**src/smtp_rlc_pkg.sv**
```systemverilog
`timescale 1ns / 1ps

package smtp_rlc_pkg;

    localparam logic [9:0] DEFAULT_LINES = 10'd64;
    localparam logic [9:0] CODE_MIN      = 10'd100;
    localparam logic [9:0] CODE_MAX      = 10'd599;
    localparam logic [2:0] POS_SEP       = 3'd3;
    localparam logic [2:0] POS_TEXT      = 3'd4;
    localparam logic [7:0] CHAR_SPACE    = 8'h20;
    localparam logic [7:0] CHAR_HYPHEN   = 8'h2D;
    localparam logic [7:0] CHAR_TAB      = 8'h09;

    typedef enum logic [2:0] {
        ST_OK         = 3'd0,
        ST_MALFORMED  = 3'd1,
        ST_CONTROL    = 3'd2,
        ST_LINE_LIMIT = 3'd3,
        ST_CODE_CHG   = 3'd4,
        ST_DONE       = 3'd5
    } status_t;

    // Summary of one complete line, valid on its last byte.
    typedef struct packed {
        logic       well;
        logic [9:0] code;
        logic       hyphen;
        logic       control;
    } line_sum_t;

    typedef struct packed {
        logic [9:0] lines_taken;
        logic       reply_done;
        logic       continued;
        logic [9:0] reply_code;
        status_t    status;
    } result_t;

endpackage

```
**src/smtp_rlc_reply.sv**
```systemverilog
`timescale 1ns / 1ps

module smtp_rlc_reply
(
    input  logic                    clk,
    input  logic                    rst_n,
    input  logic                    step,
    input  logic                    end_of_line,
    input  logic                    new_reply,
    input  logic [9:0]              line_limit,
    input  smtp_rlc_pkg::line_sum_t sum,
    output smtp_rlc_pkg::result_t   result
);
    import smtp_rlc_pkg::*;

    logic [9:0] code_reg, code_next;
    logic       started_reg, started_next;
    logic       finished_reg, finished_next;
    logic [9:0] count_reg, count_next;

    logic [9:0] code_cur, count_cur, limit;
    logic       started_cur, finished_cur;
    status_t    status;

    always_comb
    begin
        code_cur     = new_reply ? 10'd0 : code_reg;
        started_cur  = new_reply ? 1'b0 : started_reg;
        finished_cur = new_reply ? 1'b0 : finished_reg;
        count_cur    = new_reply ? 10'd0 : count_reg;
        limit        = (line_limit != 10'd0) ? line_limit : DEFAULT_LINES;

        // Checks in priority order; a lowered limit can leave the count above it.
        if (finished_cur)
            status = ST_DONE;
        else if (count_cur > limit)
            status = ST_LINE_LIMIT;
        else if (!sum.well)
            status = ST_MALFORMED;
        else if (sum.control)
            status = ST_CONTROL;
        else if (count_cur == limit)
            status = ST_LINE_LIMIT;
        else if (started_cur && sum.code != code_cur)
            status = ST_CODE_CHG;
        else
            status = ST_OK;

        code_next     = code_cur;
        started_next  = started_cur;
        finished_next = finished_cur;
        count_next    = count_cur;
        if (status == ST_OK)
        begin
            if (!started_cur)
            begin
                code_next    = sum.code;
                started_next = 1'b1;
            end
            count_next    = count_cur + 10'd1;
            finished_next = !sum.hyphen;
        end

        result.status      = status;
        result.reply_code  = sum.code;
        result.continued   = sum.hyphen;
        result.reply_done  = finished_next;
        result.lines_taken = count_next;
    end

    always_ff @(posedge clk or negedge rst_n)
    begin
        if (!rst_n)
        begin
            code_reg     <= 10'd0;
            started_reg  <= 1'b0;
            finished_reg <= 1'b0;
            count_reg    <= 10'd0;
        end
        else if (step && (end_of_line || new_reply))
        begin
            code_reg     <= end_of_line ? code_next : 10'd0;
            started_reg  <= end_of_line && started_next;
            finished_reg <= end_of_line && finished_next;
            count_reg    <= end_of_line ? count_next : 10'd0;
        end
    end

endmodule

```
**config.mk**
```make
export PLATFORM = sky130hd
export DESIGN_NAME = smtp_rlc_reply
export DESIGN_NICKNAME = d
export VERILOG_FILES = /design/src/smtp_rlc_pkg.sv /design/src/smtp_rlc_reply.sv
export SDC_FILE = /design/constraint.sdc
export NUM_CORES = 1
export LEC_CHECK = 0
export ABC_CLOCK_PERIOD_IN_PS = 4400
export BUFFER_PORTS_ARGS = -buffer_cell sky130_fd_sc_hd__buf_2
export CORE_MARGIN = 5
export CORE_UTILIZATION = 48
export CTS_CLUSTER_DIAMETER = 50
export CTS_CLUSTER_SIZE = 12
export DETAILED_ROUTE_END_ITERATION = 10
export GPL_TIMING_DRIVEN = 0
export PLACE_DENSITY = 0.77
export SYNTH_ARGS = -nofsm -noshare
export SYNTH_HDL_FRONTEND = slang
export SYNTH_SLANG_ARGS = --single-unit
export TNS_END_PERCENT = 1
```
**constraint.sdc**
```tcl
create_clock -name clk -period 4.4 [get_ports clk]
set_input_delay 0.88 -clock clk [delete_from_list [all_inputs] [get_ports clk]]
set_output_delay 0.88 -clock clk [all_outputs]
set_load 0.05 [all_outputs]
```
Yosys cells after proc, flatten, opt, wreduce, memory -nomap -nowiden
Index checks and enable logic that the tools add are counted.
{ "word_totals": {"out_inout_bits": 25, "reg_bits": 22, "in_bits": 28, "wordCells": 34} }
{ "op_classes": {"addsub": 1, "magnitude_cmp": 1, "muxes": 18, "reduce_logical": 8, "eq_ne": 2} }
{ "op_table": {"columns": ["operator", "count"], "rows": [
  ["$mux 10", 8],
  ["$mux 3", 6],
  ["$add 10x1->10 const B", 1],
  ["$eq 10x10->1", 1],
  ["$gt 10x10->1", 1],
  ["$ne 10x10->1", 1],
  ["$reduce_bool 10->1", 1],
  ["$logic_and 1x1->1", 4],
  ["$mux 1", 4],
  ["$logic_not 3->1", 1],
  ["$logic_not 1->1", 1],
  ["$logic_or 1x1->1", 1]
]} }

Longest topological paths before layout
Gate-level depths: netlist (run 1).
{ "logic_depth": {"depth_word": 12, "ltp_mapped": 14, "depth_no_buf": 10} }

Worst setup path after synthesis (run 1)
OpenSTA, ideal clock, no wires.
{ "synth_timing": {"path_kind": "input to output", "from": "input port new_reply", "to": "output port result[18] (netlist bit)", "stages": 12, "setup_slack_ns": -0.490, "arrival_ns": 4.010, "t_required_ns": 3.520, "path_buffers": 3, "path_cell_list": "buf_6 > clkbuf_1 > clkbuf_1 > nor2_1 > ha_1 > a21o_1 > a21o_1 > a21o_1 > nor4_4 > nand3_1 > nor2_1 > xor2_1"} }
{ "synth_lines": {"columns": ["element", "line_no", "rtl"], "rows": [
  ["start, declared", "smtp_rlc_reply.sv:9", "input logic new_reply,"],
  ["end, declared", "smtp_rlc_reply.sv:12", "output smtp_rlc_pkg::result_t result"]
]} }

==> results by group, run 1 <==
Setup path
  – Startpoint class of the critical path: input port
  – Critical Path Fanout Max: 10
  – Worst path required time: approximately 3.5 ns
  – Critical path capture point type: output port
  – Critical Path AT: ~3.4 ns
  – Worst setup path class: input port to output port

Drt
  – Drt first pass iters: 4
  – Drt drc: 0
  – Routed Antenna Nets: 0
  – Detailed Route WL: 5.25 mm
  – DR iter-0 viols: 160
  – Routed vias/inst: a little under 6
  – Routed WL per cell: about 15 um
  – Vias: between 2k and 2.5k

Cells and area
  – Commonest cells after routing, fill and taps aside: 44 x buf_2, 27 x buf_4, 22 x dfrtp_1
  – Most common cell after layout, fill and taps aside: buf_2
  – Area Overhead vs Synth: 29.4%
  – Final core occ: 0.643
  – Layout cells sized above 1: 0.347
  – N_diodes: 0
  – Final nets: 343

Job
  – Max-Cap Viols: 0

GRT
  – GR peak layer: met2
  – Total track usage: 0.199
  – Vias in the first global route: 1,877
  – M2 GR Usage: 0.317
  – Remaining global-route overflow: 0
  – Met1 Track Usage GR: 0.275
  – Largest net degree at the start of global routing: 23
  – Met3 global-route usage: 0.0392
  – Initial antenna violation count: 0
  – Wire length of the first global-routing pass: around 8.7 mm

Worst hold path
  – Hold crit path type: flop to flop

Power
  – Power per cell area: about 220 mW/mm^2
  – Total power: 0.567 mW
  – Max VDD drop: 0.000207 V
  – Static leakage: 1.27 nW

Clock network
  – Clock sinks: 22
  – Reg clk slew, reported paths: about 0.07 ns
  – TritonCTS clock tree: yes
  – Clk buf depth: 2
  – Htree depth: 1
  – Clock latency on the worst-skew pair: 0.26 ns
  – Root buffer cell: clkbuf_8
  – Num CTS Buffers: 3
  – Cts-stage hold buffer count: 0

Placed design
  – HPWL after DPL: about 3.9 mm
  – Port Buffer Count: just over 50
  – Gpl congestion: approximately 0.9

Timing
  – Post-Route Setup TNS: 0 ns
  – Fin crit period: 4.25 ns
  – Slew @ Worst Pin: 0.513 ns
  – Final Hold Fails: 0
  – Max Clk Rate: around 0.24 GHz
  – WHS: 0.500 ns
  – RSZ-0062 raised after global routing: false
  – Clk_skew: 0.00809 ns
  – Final setup viols: 0
  – Final Cycle Share: 0.966
  – Rel. slew slack: 0.658
  – Final count of pins violating max slew: 0

Synth
  – Post-Synth XOR/XNOR Area: 0.0612
  – Post-synthesis adder-cell area fraction: 0.0688
  – Seq/Total Area, Yosys: 0.275
  – Syn_nets: around 280
  – Top cell type's share of synthesized area: 0.275
  – #FFs+latches synth: 22
  – Simple-gate share of the synthesized area: 0.289
  – Post-Syn Instances: ~240
  – Largest area contributor in the synthesized netlist: dfrtp_1
  – Post-synth EDFFs: 0
  – Yosys warnings: 0
  – Distinct cells, synth: 46
  – Post-synthesis mux area share: 0.0113
  – Complex-gate fraction of the synthesized area: 0.191
  – Main flop type after synthesis: dfrtp_1
  – Post-synth ARST share: 1.00
  – Synth area leaders: dfrtp_1 28%, ha_1 6.9%, a32o_1 5.0%, nor2_1 4.9%, buf_4 4.5%
  – Mapped Area: between 0.002 and 0.0025 sq mm
  – Largest family of logic cells by synthesized area: simple AND/OR/NAND/NOR gates
  – Syn avg cell area: ~8.2 sq um

Floorplanning
  – Die ar.: around 0.0056 sq mm
  – Die X: 74.6 um
  – Core ar.: 0.00403 sq mm
  – Initial core utilization: 0.497
  – Die height: roughly 75 um
  – Total I/O pin count: 53
  – Rows: 23

Status
  – Status: finished, final reports clean
==> synthesized netlist by cell type (8+ instances only) <==
library cell,count
inv_1,18
nor2_1,26
a32o_1,10
ha_1,11
o21ai_0,12
xnor2_1,8
nand4_1,8
nand3_1,12
and3_1,8
nor2b_1,8
nand2_1,11
buf_4,12
dfrtp_1,22
==> per-stage QoR <==
stage / std cells / setup slack, ns / cell area, sq um
after global placement: 344 / -0.856 / 2360
after global routing: 353 / 0.00400 / 2590
after floorplan: 243 / -0.310 / 2050
after CTS: 349 / -0.00978 / 2500
final: 353 / 0.150 / 2590
after detailed placement: 344 / -0.848 / 2360
==> worst max-delay path, cell delays in order <==
cell and delay [ns]:
buf_6 0.11, clkbuf_4 0.18, nor2b_1 0.39, ha_1 0.31, nand4_1 0.19, a21oi_1 0.11
nor4_4 0.38, nand3_4 0.26, mux2_4 0.36, buf_4 0.19
==> worst paths after layout <==
check	cells past startpoint	slack [ns]	start	end
max in group asynchronous	1	3.47	rst_n	count_reg[3]
setup reg to reg	13	1.21	count_reg[3]	count_reg[8]
setup / recovery	10	0.15	new_reply	result[16]
hold / removal	2	0.50	finished_reg	finished_reg
min in group asynchronous	1	0.58	rst_n	code_reg[1]
hold reg to reg	2	0.50	finished_reg	finished_reg
==> routing by layer <==
metal	vias up	routed length, um
li1	997	-
met1	959	2210
met2	70	2620
met3	8	364
met4	0	57
met5	-	0
==> final cells by class <==
cell class / count / area (sq um)
Clock buffer: 4 / 55.1
Sequential cell: 22 / 551
Inverter: 18 / 67.6
Buffer: 22 / 154
Multi-Input combinational cell: 181 / 1380
Timing Repair Buffer: 56 / 318
Fill cell: 364 / 1440
Tap cell: 50 / 62.6
==> kinds of logic after synthesis <==
group | after synthesis
multiplexers | 2
AO/OA/AOI/OAI | 51
XOR/XNOR | 14
adder cells (fa/ha/maj) | 11
buffers and inverters | 40
flip-flops | 22
AND/OR/NAND/NOR | 103
==> report_power, final <==
part | leakage [nW] | switching [mW] | internal (mW)
Combinational | 0.941 | 0.123 | 0.0730
Clock | 0.0288 | 0.0651 | 0.0797
Sequential | 0.297 | 0.0121 | 0.215
==> repair_timing <==
action | 4_1_cts | 5_1_grt
setup endpoints to repair | 14 | 12
buffers inserted | 1 | 4
pin swaps | 2 | 3
gates resized for setup | 24 | 18
Note: power is estimated with default switching activity, not from simulation.
==> run 2, diff against run 1 <==
--- a/config.mk
+++ b/config.mk
@@ -5,15 +5,16 @@
 export SDC_FILE = /design/constraint.sdc
 export NUM_CORES = 1
 export LEC_CHECK = 0
-export ABC_CLOCK_PERIOD_IN_PS = 4400
+export ABC_CLOCK_PERIOD_IN_PS = 4900
 export BUFFER_PORTS_ARGS = -buffer_cell sky130_fd_sc_hd__buf_2
 export CORE_MARGIN = 5
-export CORE_UTILIZATION = 48
+export CORE_UTILIZATION = 56
 export CTS_CLUSTER_DIAMETER = 50
 export CTS_CLUSTER_SIZE = 12
 export DETAILED_ROUTE_END_ITERATION = 10
 export GPL_TIMING_DRIVEN = 0
-export PLACE_DENSITY = 0.77
+export HOLD_SLACK_MARGIN = 0.1
+export PLACE_DENSITY = 0.84
 export SYNTH_ARGS = -nofsm -noshare
 export SYNTH_HDL_FRONTEND = slang
 export SYNTH_SLANG_ARGS = --single-unit
==> constraint.sdc (replaced) <==
create_clock -name clk -period 4.9 [get_ports clk]
set_input_delay 0.98 -clock clk [delete_from_list [all_inputs] [get_ports clk]]
set_output_delay 0.98 -clock clk [all_outputs]
set_load 0.05 [all_outputs]
==> results by group, run 2 (synthesis results as in run 1) <==
Status
  – Status: finished, final reports clean

Drt
  – Detailed Route WL: 4.81 mm (-8.3%)
  – Vias: 1,979 (-2.7%)
  – Drt first pass iters: 4 (unchanged)
  – Routed vias/inst: 5.75 (-0.16%)
  – Drt drc: 0 (unchanged)
  – Routed WL per cell: 14.0 um (-5.9%)
  – Routed Antenna Nets: 0 (unchanged)
  – DR iter-0 viols: 95 (-41%)

Floorplanning
  – Rows: 21 (-8.7%)
  – Initial core utilization: 0.591 (+0.0937)
  – Core ar.: 0.00339 sq mm (-16%)
  – Die X: 69.8 um (-6.4%)
  – Die ar.: 0.00487 sq mm (-12%)
  – Total I/O pin count: 53 (unchanged)
  – Die height: 69.8 um (-6.4%)

GRT
  – Wire length of the first global-routing pass: 8.55 mm (-1.4%)
  – Remaining global-route overflow: 0 (unchanged)
  – Initial antenna violation count: 0 (unchanged)
  – Total track usage: 0.205 (+0.00645)
  – Vias in the first global route: 1,964 (+4.6%)
  – Largest net degree at the start of global routing: 23 (unchanged)

Setup path
  – CP delay by family, top: simple AND/OR/NAND/NOR gates
  – Delay of the slowest critical-path stage: 0.33 ns (-0.06 ns)
  – Crit-path cells: buf_6 > clkbuf_2 > nor2_1 > ha_1 > a21o_1 > a21o_1 > a21o_1 > nor4_4 > nand3_2 > nor2_1 > xor2_1 > buf_2
  – Critical Path Fanout Max: 19 (+9)
  – Buf/Inv on CP: 3 (unchanged)
  – Worst setup path class: input port to output port
  – CP max-delay cell: nor4_4
  – Critical Path AT: 3.70 ns (+0.33 ns)
  – Worst path required time: 3.92 ns (+0.40 ns)
  – Startpoint class of the critical path: input port
  – Critical path capture point type: output port
  – Top cell by count, worst path: a21o_1

Power
  – Power per cell area: 196 mW/mm^2 (-11%)
  – Static leakage: 1.22 nW (-3.7%)
  – Max VDD drop: 0.000241 V (+16%)
  – Total power: 0.464 mW (-18%)
  – Int Power: 0.295 mW (-20%)
  – Sequential share of power: 0.439 (+0.039)
  – Share of total power in the clock network: 0.216 (-0.039)
  – Sw Ratio: 0.363 (+0.0108)
  – P_sw: 0.168 mW (-16%)
  – Comb pwr share: 0.345 (about the same)

Clock network
  – Clock sinks: 22 (unchanged)
  – Clock latency on the worst-skew pair: 0.32 ns (+0.06 ns)
  – Clk buf depth: 2 (unchanged)
  – Cts-stage hold buffer count: 0 (unchanged)
  – Htree depth: 1 (unchanged)
  – Reg clk slew, reported paths: 0.11 ns (+0.04 ns)
  – Num CTS Buffers: 3 (unchanged)
  – Root buffer cell: clkbuf_4
  – TritonCTS clock tree: yes

Placed design
  – Placement Setup Slack: -0.472 ns (+0.376 ns)
  – Placed Area: 0.00232 sq mm (-1.8%)
  – Gpl congestion: 0.887 (+1.4%)
  – Port Buffer Count: 51 (unchanged)
  – HPWL after DPL: 3.83 mm (-0.71%)
  – Cells after DPL: 340 (-1.2%)

Cells and area
  – Layout cells sized above 1: 0.279 (-0.0680)
  – Fill cell count: 299 (-18%)
  – Final nets: 338 (-1.5%)
  – Area Overhead vs Synth: 18.4%
  – Commonest cells after routing, fill and taps aside: 54 x buf_2, 25 x nor2_1, 22 x dfrtp_1
  – N_diodes: 0 (unchanged)
  – Fin cells: 344 (-2.5%)
  – Final Cell Area: 0.00237 sq mm (-8.5%)
  – Most common cell after layout, fill and taps aside: buf_2

Timing
  – Final count of pins violating max slew: 0 (unchanged)
  – Max Clk Rate: about 0.21 GHz
  – Final setup viols: 0 (unchanged)
  – Slew @ Worst Pin: 0.506 ns (-0.00782 ns)
  – Final Hold Fails: 0 (unchanged)
  – Post-Route Setup TNS: 0 ns (unchanged)
  – Clk_skew: 0.0123 ns (+0.00423 ns)
  – RSZ-0062 raised after global routing: false
  – Final WS setup: 0.221 ns (+0.0711 ns)
  – Fin crit period: roughly 4.7 ns
  – Rel. slew slack: 0.663 (+0.00522)
  – Final Cycle Share: 0.955

Worst hold path
  – Hold crit path type: flop to flop

Job
  – Max-Cap Viols: 0 (unchanged)
==> run 2: cell types whose count changed in the layout (fill, tap and decap cells not counted), sizes merged <==
| cell | before | now |
|---|---|---|
| buf | 73 | 68 |
==> run 2: layer usage <==
layer  GRT usage  wire (um)
met3      0.0507        290
met5           0          0
met1       0.261       2100
met4      0.0426         35
met2       0.350       2380
==> run 2: metrics by stage <==
step | hold slack [ns] | utilization
floorplan | 0.451 | -
CTS | 0.510 | 0.699
detailed placement | 0.485 | 0.685
finish | 0.508 | 0.700
global placement | 0.464 | 0.685
global route | 0.555 | 0.700
==> run 2: cell type report <==
type	count	area, sq um	share of cell area
Multi-Input combinational cell	181	1260	0.531
Sequential cell	22	551	0.232
Timing Repair Buffer	52	263	0.111
Buffer	21	136	0.0575
Inverter	18	67.6	0.0285
Tap cell	46	57.6	0.0243
Clock buffer	4	36.3	0.0153
==> run 2: timing repair <==
action | CTS | global route
gates cloned | 0 | 0
endpoints found under the setup margin | 11 | 6
buffers inserted | 1 | 0
pin swaps | 1 | 0
gates resized for setup | 2 | 1
==> run 2: worst paths after layout <==
| check | depth (start not counted) | from | slack [ns] | to |
|---|---|---|---|---|
| max reg2reg | 12 | count_reg[3] | 1.83 | count_reg[8] |
| min | 2 | finished_reg | 0.51 | finished_reg |
| max in group asynchronous | 1 | rst_n | 3.94 | count_reg[3] |
| max | 12 | new_reply | 0.22 | result[17] |
| min in group asynchronous | 1 | rst_n | 0.61 | count_reg[8] |
| min reg2reg | 2 | finished_reg | 0.51 | finished_reg |
==> run 2: power by group through the flow <==
stage	Clock (mW)	Combinational [mW]	Sequential (mW)
finish	0.100	0.160	0.204
global route	0.112	0.175	0.206
CTS	0.103	0.160	0.204
detailed placement	0	0.159	0.207
global placement	0	0.157	0.207
floorplan	0	0.115	0.205
==> run 2: worst register-to-register path: cells and delay by family, from the launching register on <==
kind / cells / cell delay [ns]
buffers and inverters: 3 / 0.53
AOI/OAI and AO/OA: 4 / 0.68
DFF: 1 / 0.39
adders and majority gates: 1 / 0.33
and+or+nand+nor: 4 / 1.05
==> run 3, diff against run 2 <==
==> constraint.sdc (replaced) <==
create_clock -name clk -period 4.9 [get_ports clk]
set_input_delay 0.245 -clock clk [delete_from_list [all_inputs] [get_ports clk]]
set_output_delay 0.245 -clock clk [all_outputs]
set_load 0.05 [all_outputs]
==> results by group, run 3 (synthesis results as in run 1) <==
Status
  – Status: finished, final reports clean

Timing
  – Final count of pins violating max slew: 0 (unchanged)
  – RSZ-0062 raised after global routing: false
  – Final Cycle Share: 0.799 (-0.156)
  – Final setup viols: 0 (unchanged)
  – Max Clk Rate: 0.255 GHz (+20%)
  – Slew @ Worst Pin: 0.604 ns (+0.0987 ns)
  – Clk_skew: 0.0116 ns (-0.000753 ns)
  – Final Hold Fails: 0 (unchanged)
  – Post-Route Setup TNS: 0 ns (unchanged)
  – Fin crit period: 3.91 ns (-0.764 ns)
  – Rel. slew slack: 0.596 (-0.0673)

Clock network
  – Post-CTS setup buffer count: 0 (-1)
  – Reg clk slew, reported paths: 0.11 ns (about the same)
  – Clock latency on the worst-skew pair: 0.32 ns (about the same)
  – Root buffer cell: clkbuf_4
  – Clk buf depth: 2 (unchanged)
  – Htree depth: 1 (unchanged)
  – Num CTS Buffers: 3 (unchanged)
  – Clock sinks: 22 (unchanged)
  – TritonCTS clock tree: yes

Drt
  – Drt first pass iters: 4 (unchanged)
  – Met3 WL: 332 um (+14%)
  – Routed vias/inst: 5.75 (about the same)
  – DR top layer: met4
  – Vias: 1,983 (+0.20%)
  – Routed WL per cell: 14.0 um (+0.19%)
  – Met2 WL: 2.22 mm (-6.7%)
  – Detailed Route WL: 4.84 mm (+0.48%)
  – Drt drc: 0 (unchanged)
  – Met1 wire length: 2.25 mm (+6.8%)
  – Routed Antenna Nets: 0 (unchanged)
  – DR iter-0 viols: 135 (+42%)

Cells and area
  – Layout cells sized above 1: 0.261 (-0.0177)
  – Final core occ: 0.697 (-0.00295)
  – N_diodes: 0 (unchanged)
  – Most common cell after layout, fill and taps aside: buf_2
  – Final nets: 339 (+0.30%)
  – Area Overhead vs Synth: 17.9%
  – Commonest cells after routing, fill and taps aside: 54 x buf_2, 26 x nor2_1, 22 x dfrtp_1

Placed design
  – Port Buffer Count: 51 (unchanged)
  – HPWL after DPL: 3.76 mm (-1.8%)
  – Gpl congestion: 0.904 (+1.9%)

Setup path
  – Worst setup path class: input port to output port
  – Startpoint class of the critical path: input port
  – Critical Path Fanout Max: 10 (-9)
  – Critical Path AT: 3.67 ns (-0.03 ns)
  – R2R depth: 11 (-1)
  – Critical R2R Capture: count_reg[8]
  – Worst path required time: 4.66 ns (+0.74 ns)
  – RR Startpoint: count_reg[4]
  – Crit path capture: result[21]
  – Reg2Reg Setup Slack: 1.90 ns (+0.07 ns)
  – Crit. Startpoint: new_reply
  – Critical path capture point type: output port

GRT
  – Vias in the first global route: 1,864 (-5.1%)
  – Largest net degree at the start of global routing: 23 (unchanged)
  – Wire length of the first global-routing pass: 8.58 mm (+0.32%)
  – Remaining global-route overflow: 0 (unchanged)
  – Total track usage: 0.207 (+0.00204)
  – Initial antenna violation count: 0 (unchanged)

Floorplanning
  – Total I/O pin count: 53 (unchanged)
  – Die height: 69.8 um (unchanged)
  – Die X: 69.8 um (unchanged)
  – Die ar.: 0.00487 sq mm (unchanged)
  – Core ar.: 0.00339 sq mm (unchanged)
  – Initial core utilization: 0.591 (unchanged)
  – Rows: 21 (unchanged)

Worst hold path
  – Worst hold stages: 2 (unchanged)
  – Hold crit path type: input port to flop

Power
  – Max VDD drop: 0.000183 V (-24%)
  – Power per cell area: 197 mW/mm^2 (+0.61%)
  – Static leakage: 1.21 nW (-0.46%)

Job
  – Max-Cap Viols: 0 (unchanged)
==> run 3: cell count changes in the layout (fill, tap and decap cells not counted) <==
cell,before,now
dlygate4sd3_1,0,1
xor2_1,5,6
nand3_1,11,12
nand3_2,1,0
clkbuf_1,4,6
clkbuf_2,1,0
nor2_2,1,0
nor2_1,25,26
xor2_2,1,0
buf_4,13,12
==> run 3: area by class of cell <==
cell class	instances	area, sq um
fillers	303	1030
flip-flops and latches	22	551
clock buffers	4	36.3
plain buffers	22	139
well taps	46	57.6
repair buffers	52	265
multi-input cells	181	1240
inverters	18	67.6
==> run 3: metal layers <==
metal	vias to the layer above	global-route usage
met5	-	0
met4	0	0.0298
met3	9	0.0464
met2	66	0.319
met1	916	0.301
li1	992	-
==> run 3: report_power, final <==
group / switching [mW] / internal [mW]
clock network: 0.0558 / 0.0455
logic: 0.103 / 0.0568
registers: 0.0111 / 0.193
==> run 3: what timing repair did <==
| action | in CTS | in global routing |
|---|---|---|
| hold buffers | 1 | 0 |
| hold endpoints to repair | 22 | 0 |
| resized for setup | 0 | 0 |
==> run 3: worst min-delay path by stage <==
stage                     startpoint      endpoint  slack, ns
after CTS                     sum[1]  finished_reg       0.13
final                         sum[1]  finished_reg       0.13
after global routing          sum[1]  finished_reg       0.12
after detailed placement       rst_n   code_reg[9]       0.24
after global placement         rst_n   code_reg[9]       0.24
after floorplan                rst_n   code_reg[0]      -0.05
==> run 3: stage by stage <==
stage | instance area, sq um | power, mW | setup slack (ns) | hold WS (ns) | instances
floorplan | 2000 | 0.319 | 1.28 | -0.0506 | 243
global placement | 2310 | 0.363 | 1.01 | 0.241 | 340
detailed placement | 2310 | 0.366 | 1.01 | 0.244 | 340
CTS | 2360 | 0.466 | 0.993 | 0.131 | 345
global route | 2360 | 0.494 | 0.686 | 0.122 | 345
finish | 2360 | 0.465 | 0.985 | 0.134 | 345
==> run 3: critical path, cell delays in order <==
cell and delay (ns):
buf_6 0.11, clkbuf_1 0.31, clkbuf_1 0.41, nor2_1 0.19, ha_1 0.35, a21o_1 0.18, a21o_1 0.16, a21o_1 0.21
nor4_4 0.37, nand3_1 0.43, nor2_1 0.25, xor2_1 0.17, buf_2 0.28
